`config.mk`:
```
export PLATFORM = sky130hd
export DESIGN_NAME = c8ic_ctrl
export DESIGN_NICKNAME = d
export VERILOG_FILES = /design/src/rtl/c8ic_pkg.sv /design/src/rtl/c8ic_ctrl.sv
export SDC_FILE = /design/constraint.sdc
export NUM_CORES = 1
export LEC_CHECK = 0
export ABC_AREA = 1
export BUFFER_PORTS_ARGS = -buffer_cell sky130_fd_sc_hd__buf_2
export CORE_UTILIZATION = 60
export DETAILED_ROUTE_END_ITERATION = 7
export GPL_ROUTABILITY_DRIVEN = 0
export PLACE_DENSITY_LB_ADDON = 0.3
export SYNTH_ARGS = -nofsm -noshare
export SYNTH_HDL_FRONTEND = slang
export SYNTH_SLANG_ARGS = --single-unit
```
`constraint.sdc`:
```
create_clock -name i_clk -period 2.67 [get_ports i_clk]
set_input_delay 0 -clock i_clk [delete_from_list [all_inputs] [get_ports i_clk]]
set_output_delay 0 -clock i_clk [all_outputs]
set_load 0.02 [all_outputs]
```
`src/rtl/c8ic_pkg.sv`:
```
// Types, constants and font table shared by the CHIP-8 instruction core.
package c8ic_pkg;

    localparam int MEM_DEPTH       = 4096;
    localparam int MEM_AW          = 12;
    localparam int SCREEN_WIDTH    = 64;
    localparam int SCREEN_HEIGHT   = 32;
    localparam int ROW_AW          = 5;
    localparam int REG_COUNT       = 16;
    localparam int STACK_DEPTH_DEF = 16;

    localparam logic [11:0] FONT_BASE  = 12'h050;
    localparam logic [11:0] PROG_START = 12'h200;
    localparam logic [11:0] FONT_LAST  = 12'h09F;

    localparam logic [15:0] OP_CLS = 16'h00E0;
    localparam logic [15:0] OP_RET = 16'h00EE;

    localparam logic [7:0] NN_SKP      = 8'h9E;
    localparam logic [7:0] NN_SKNP     = 8'hA1;
    localparam logic [7:0] NN_GET_DLY  = 8'h07;
    localparam logic [7:0] NN_KEY_WAIT = 8'h0A;
    localparam logic [7:0] NN_SET_DLY  = 8'h15;
    localparam logic [7:0] NN_SET_SND  = 8'h18;
    localparam logic [7:0] NN_ADD_I    = 8'h1E;
    localparam logic [7:0] NN_FONT     = 8'h29;
    localparam logic [7:0] NN_BCD      = 8'h33;
    localparam logic [7:0] NN_DUMP     = 8'h55;
    localparam logic [7:0] NN_LOAD     = 8'h65;

    localparam logic [1:0] FAULT_NONE  = 2'd0;
    localparam logic [1:0] FAULT_UNDER = 2'd1;
    localparam logic [1:0] FAULT_OVER  = 2'd2;

    typedef enum logic [1:0] {
        CMD_WRITE = 2'd0,
        CMD_READ  = 2'd1,
        CMD_PIXEL = 2'd2,
        CMD_EXEC  = 2'd3
    } t_cmd;

    typedef enum logic [4:0] {
        DP_IDLE,
        DP_INIT,
        DP_ACCESS,
        DP_FETCH0,
        DP_FETCH1,
        DP_FETCH2,
        DP_RDX,
        DP_RDY,
        DP_EXEC,
        DP_WB,
        DP_CLS,
        DP_SPR_RD,
        DP_SPR_WR,
        DP_SPR_FLAG,
        DP_BCD,
        DP_DUMP_RD,
        DP_DUMP_WR,
        DP_LOAD_RD,
        DP_LOAD_WR,
        DP_FINISH
    } t_dp_op;

    typedef struct packed {
        t_dp_op op;
        logic   latch;
    } t_dp_cmd;

    typedef struct packed {
        logic init_last;
        logic cmd_exec;
        logic wr_vx;
        logic is_cls;
        logic is_draw;
        logic draw_empty;
        logic is_bcd;
        logic is_dump;
        logic is_load;
        logic cls_last;
        logic spr_last;
        logic bcd_last;
        logic xfer_last;
    } t_dp_stat;

    localparam logic [7:0] FONT [80] = '{
        8'hF0, 8'h90, 8'h90, 8'h90, 8'hF0, 8'h20, 8'h60, 8'h20, 8'h20, 8'h70,
        8'hF0, 8'h10, 8'hF0, 8'h80, 8'hF0, 8'hF0, 8'h10, 8'hF0, 8'h10, 8'hF0,
        8'h90, 8'h90, 8'hF0, 8'h10, 8'h10, 8'hF0, 8'h80, 8'hF0, 8'h10, 8'hF0,
        8'hF0, 8'h80, 8'hF0, 8'h90, 8'hF0, 8'hF0, 8'h10, 8'h20, 8'h40, 8'h40,
        8'hF0, 8'h90, 8'hF0, 8'h90, 8'hF0, 8'hF0, 8'h90, 8'hF0, 8'h10, 8'hF0,
        8'hF0, 8'h90, 8'hF0, 8'h90, 8'h90, 8'hE0, 8'h90, 8'hE0, 8'h90, 8'hE0,
        8'hF0, 8'h80, 8'h80, 8'h80, 8'hF0, 8'hE0, 8'h90, 8'h90, 8'h90, 8'hE0,
        8'hF0, 8'h80, 8'hF0, 8'h80, 8'hF0, 8'hF0, 8'h80, 8'hF0, 8'h80, 8'h80
    };

    // Reset image of main memory: font glyphs in their window, zero elsewhere.
    function automatic logic [7:0] init_byte(input logic [11:0] addr);
        logic [11:0] off;
        off = addr - FONT_BASE;
        if (addr >= FONT_BASE && addr <= FONT_LAST) begin
            return FONT[off[6:0]];
        end
        return 8'h00;
    endfunction

endpackage

```
`src/rtl/c8ic_ctrl.sv`:
```
// Sequencer of the CHIP-8 core: command handshake, fetch, execute and loops.
module c8ic_ctrl (
    input  logic               i_clk,
    input  logic               i_rst_n,
    input  logic               i_start,
    input  c8ic_pkg::t_dp_stat i_stat,
    output c8ic_pkg::t_dp_cmd  o_cmd,
    output logic               o_busy,
    output logic               o_done
);

    typedef enum logic [19:0] {
        S_INIT     = 20'h00001,
        S_IDLE     = 20'h00002,
        S_ACCESS   = 20'h00004,
        S_FETCH0   = 20'h00008,
        S_FETCH1   = 20'h00010,
        S_FETCH2   = 20'h00020,
        S_RDX      = 20'h00040,
        S_RDY      = 20'h00080,
        S_EXEC     = 20'h00100,
        S_WB       = 20'h00200,
        S_CLS      = 20'h00400,
        S_SPR_RD   = 20'h00800,
        S_SPR_WR   = 20'h01000,
        S_SPR_FLAG = 20'h02000,
        S_BCD      = 20'h04000,
        S_DUMP_RD  = 20'h08000,
        S_DUMP_WR  = 20'h10000,
        S_LOAD_RD  = 20'h20000,
        S_LOAD_WR  = 20'h40000,
        S_FINISH   = 20'h80000
    } t_state;

    t_state r_state, n_state;
    logic   r_done;

    always_comb begin
        n_state      = r_state;
        o_cmd.latch  = 1'b0;
        o_cmd.op     = c8ic_pkg::DP_IDLE;
        unique case (r_state)
            S_INIT: begin
                o_cmd.op = c8ic_pkg::DP_INIT;
                if (i_stat.init_last) n_state = S_IDLE;
            end
            S_IDLE: begin
                if (i_start) begin
                    o_cmd.latch = 1'b1;
                    n_state     = S_ACCESS;
                end
            end
            S_ACCESS: begin
                o_cmd.op = c8ic_pkg::DP_ACCESS;
                n_state  = i_stat.cmd_exec ? S_FETCH0 : S_FINISH;
            end
            S_FETCH0: begin
                o_cmd.op = c8ic_pkg::DP_FETCH0;
                n_state  = S_FETCH1;
            end
            S_FETCH1: begin
                o_cmd.op = c8ic_pkg::DP_FETCH1;
                n_state  = S_FETCH2;
            end
            S_FETCH2: begin
                o_cmd.op = c8ic_pkg::DP_FETCH2;
                n_state  = S_RDX;
            end
            S_RDX: begin
                o_cmd.op = c8ic_pkg::DP_RDX;
                n_state  = S_RDY;
            end
            S_RDY: begin
                o_cmd.op = c8ic_pkg::DP_RDY;
                n_state  = S_EXEC;
            end
            S_EXEC: begin
                o_cmd.op = c8ic_pkg::DP_EXEC;
                priority if (i_stat.is_cls) begin
                    n_state = S_CLS;
                end else if (i_stat.is_draw) begin
                    n_state = i_stat.draw_empty ? S_SPR_FLAG : S_SPR_RD;
                end else if (i_stat.is_bcd) begin
                    n_state = S_BCD;
                end else if (i_stat.is_dump) begin
                    n_state = S_DUMP_RD;
                end else if (i_stat.is_load) begin
                    n_state = S_LOAD_RD;
                end else if (i_stat.wr_vx) begin
                    n_state = S_WB;
                end else begin
                    n_state = S_FINISH;
                end
            end
            S_WB: begin
                o_cmd.op = c8ic_pkg::DP_WB;
                n_state  = S_FINISH;
            end
            S_CLS: begin
                o_cmd.op = c8ic_pkg::DP_CLS;
                if (i_stat.cls_last) n_state = S_FINISH;
            end
            S_SPR_RD: begin
                o_cmd.op = c8ic_pkg::DP_SPR_RD;
                n_state  = S_SPR_WR;
            end
            S_SPR_WR: begin
                o_cmd.op = c8ic_pkg::DP_SPR_WR;
                n_state  = i_stat.spr_last ? S_SPR_FLAG : S_SPR_RD;
            end
            S_SPR_FLAG: begin
                o_cmd.op = c8ic_pkg::DP_SPR_FLAG;
                n_state  = S_FINISH;
            end
            S_BCD: begin
                o_cmd.op = c8ic_pkg::DP_BCD;
                if (i_stat.bcd_last) n_state = S_FINISH;
            end
            S_DUMP_RD: begin
                o_cmd.op = c8ic_pkg::DP_DUMP_RD;
                n_state  = S_DUMP_WR;
            end
            S_DUMP_WR: begin
                o_cmd.op = c8ic_pkg::DP_DUMP_WR;
                n_state  = i_stat.xfer_last ? S_FINISH : S_DUMP_RD;
            end
            S_LOAD_RD: begin
                o_cmd.op = c8ic_pkg::DP_LOAD_RD;
                n_state  = S_LOAD_WR;
            end
            S_LOAD_WR: begin
                o_cmd.op = c8ic_pkg::DP_LOAD_WR;
                n_state  = i_stat.xfer_last ? S_FINISH : S_LOAD_RD;
            end
            S_FINISH: begin
                o_cmd.op = c8ic_pkg::DP_FINISH;
                n_state  = S_IDLE;
            end
            default: begin
                n_state = S_INIT;
            end
        endcase
    end

    always_ff @(posedge i_clk) begin
        if (!i_rst_n) begin
            r_state <= S_INIT;
            r_done  <= 1'b0;
        end else begin
            r_state <= n_state;
            r_done  <= (r_state == S_FINISH);
        end
    end

    assign o_busy = (r_state != S_IDLE);
    assign o_done = r_done;

endmodule

```
==> impl_metrics.json <==
{
  "arrival_ps": 2480,
  "rows": 17,
  "fin_util_pct": 75.8,
  "synth.mux.area_fraction_pct": 0,
  "synth_fa_ha_area_share_pct": 0,
  "slew_violations": 0,
  "grt_usage_pct": 31.4,
  "cp-startpoint": "r_state[16]$_SDFFE_PN0P_",
  "cp_slowest_cell": "dlygate4sd3_1",
  "grt_max_degree": 15,
  "die_y_um": 51.1,
  "power_density_nw_per_um2": 429,
  "cts_made_buffers": 3,
  "drtPass1Iterations": 4,
  "mostFrequentLayoutCell": "nand2_1",
  "die_area_um2": 2610,
  "cp-end-kind": "flop",
  "critPathMaxFanout": 11,
  "ys.warnings.count": 0,
  "synth_top_area_share_pct": 29.1,
  "coreArea_um2": 2230,
  "yosysTopAreaCell": "dfxtp_1",
  "required_ps": 2880,
  "synth_cell_types": 28,
  "finalSetupViolCount": 0,
  "yosys.area_share.simple_pct": 56.2,
  "crit_family": "simple AND/OR/NAND/NOR gates",
  "synthesis.nets": 230,
  "p_sw_share_pct": 36.1,
  "ctsResizeCount": 0,
  "io_buffers": 23,
  "area_growth_pct": 17.1,
  "timing_hold_violations_final": 0,
  "tightest_slew_ps": 413,
  "synth-seq-cells": 21,
  "holdCritStartpoint": "i_stat[0]",
  "synthXorXnorAreaFrac_pct": 0,
  "seq_area_frac_synth_pct": 29.1,
  "rsz0062_at_grt": "false",
  "chipWidth_um": 51.1,
  "dp_hpwl_um": 2670,
  "min_period_ps": 2270,
  "power_frac_comb_pct": 33.1,
  "crit_path_max_incr_delay_ps": 560,
  "crit_path_frequent_cell": "nand2_1",
  "clockRootBuffer": "clkbuf_4",
  "drt-wirelength-per-cell_um": 12.9,
  "outcome": "finished clean",
  "synth_top_family_by_area": "simple AND/OR/NAND/NOR gates",
  "grt_pass1_wl_um": 6000,
  "postRouteWirelength_um": 3570,
  "syn_area_per_cell_um2": 6.75,
  "place_ws_ps": 932,
  "final_cell_mix": "36 x nand2_1, 34 x inv_1, 28 x nor2_1",
  "final.setup.worst_slack_ps": 405,
  "p_switching_uw": 262,
  "synth_area_um2": 1450,
  "tns_ps": 0,
  "fmax_mhz": 441,
  "r2r-start": "r_state[16]$_SDFFE_PN0P_",
  "post_cts_buffers": 0,
  "p_leak_uw": 0.000847,
  "drc": 0,
  "grt_antenna_before_repair": 0,
  "p_seq_share_pct": 45.4,
  "maxCapViolCount": 0,
  "path_buf_inv": 1,
  "hold_buffers": 10,
  "synth_cells": 214,
  "final.period_utilization_pct": 84.8,
  "drive_above_1_share_pct": 25.4,
  "maxSlewHeadroom_pct": 72.2,
  "cts_tree": "yes",
  "p_clk_share_pct": 21.5,
  "cts.path.max_buffers": 2,
  "antennaDiodeCount": 0,
  "clock_skew_ps": 7.76,
  "synthTopCellsByArea": "dfxtp_1 29%, nand2_1 9.4%, inv_1 8.8%, nor2_1 7.3%, nor2_2 6.5%",
  "drt-initial-drc-count": 57,
  "worstSetupStartpointType": "flop",
  "ant_nets": 0,
  "hp-class": "primary input to flop",
  "nets": 265,
  "crit_type": "flop to flop",
  "avgViaCountPerCell": 5.33,
  "gr-total-overflow": 0,
  "clk_pin_slew_ps": 120,
  "vias": 1470,
  "grt_pass1_vias": 1406,
  "ir_drop_mv": 0.360,
  "timing.hold.ws_ps": 18.4,
  "internal_power_uw": 464,
  "synth_compound_area_share_pct": 3.81,
  "initial_core_util_pct": 64.7,
  "ioPinCount": 24,
  "clock-sinks": 21,
  "clock_latency_ps": 310,
  "htreeDepth": 1,
  "path_cells": "nor2_2 -> nand2_1 -> nor2_4 -> nand2_1 -> nor2_4 -> nor2_1 -> nand2_1 -> nor2_1 -> nand2_2 -> nand3_1 -> dlygate4sd3_1"
}
-- stage by stage --
| step | total power, uW | cell area (um2) | cells |
|---|---|---|---|
| after floorplan | 518 | 1450 | 214 |
| after global placement | 553 | 1570 | 262 |
| after detailed placement | 557 | 1570 | 262 |
| after CTS | 721 | 1690 | 276 |
| after global routing | 763 | 1690 | 276 |
| final | 726 | 1690 | 276 |
-- synth_stat cells --
library cell	number
clkbuf_1	1
and3_1	1
inv_1	34
o21ai_0	3
nor4_1	3
nand2_1	36
a21oi_1	3
nand2_2	4
nor2_1	28
nand2_4	3
nor2_2	15
nor2_4	7
nand3_1	16
and2_4	1
o22ai_1	1
o21bai_1	1
nand4_1	12
buf_6	1
nand3_2	4
a31oi_1	1
dfxtp_1	21
nand3_4	1
nor3b_1	1
o21ai_1	1
nor3_1	12
nor2_8	1
buf_8	1
and2_1	1
-- sequential cells by signal, summed over array words and instances, names as in the netlist --
register / cells
o_done: 1
r_state: 20
-- cell type report --
cell class              instances  area [um2]
multi-input cells             156         867
fillers                       187         541
flip-flops and latches         21         420
repair buffers                 33         215
inverters                      34         128
well taps                      28        35.0
clock buffers                   3        22.5
clock inverters                 1        5.00
-- per-layer routing --
metal	share of wire [%]	track usage, %	vias to the layer above
li1	-	-	760
met1	42	34.9	649
met2	50	58.6	50
met3	5.3	4.46	11
met4	2.6	13.4	0
met5	0	0	-
-- cell families after synthesis --
group,Yosys count
DFF,21
AOI/OAI and AO/OA,10
buffers and inverters,37
and+or+nand+nor,146
-- power by group through the flow --
stage	clock network (uW)	logic [uW]	registers, uW
2_1_floorplan	0	182	335
6_report	156	241	330
3_3_place_gp	0	217	336
4_1_cts	157	235	330
3_5_place_dp	0	220	337
5_1_grt	167	263	332
-- tightest hold or removal path, cell delays in order --
cell and delay (ps):
buf_2 100, o21ai_0 80, inv_1 80, nor2_2 40
-- worst paths after layout --
kind,to,slack (ps),cells after the start
worst min register to register,r_state[7]$_SDFFE_PN0P_,630,4
worst min-delay path,r_state[15]$_SDFFE_PN0P_,20,4
worst max-delay path,r_state[0]$_SDFFE_PN1P_,400,11
worst max register to register,r_state[0]$_SDFFE_PN1P_,400,11
Note: power is estimated with default switching activity, not from simulation.
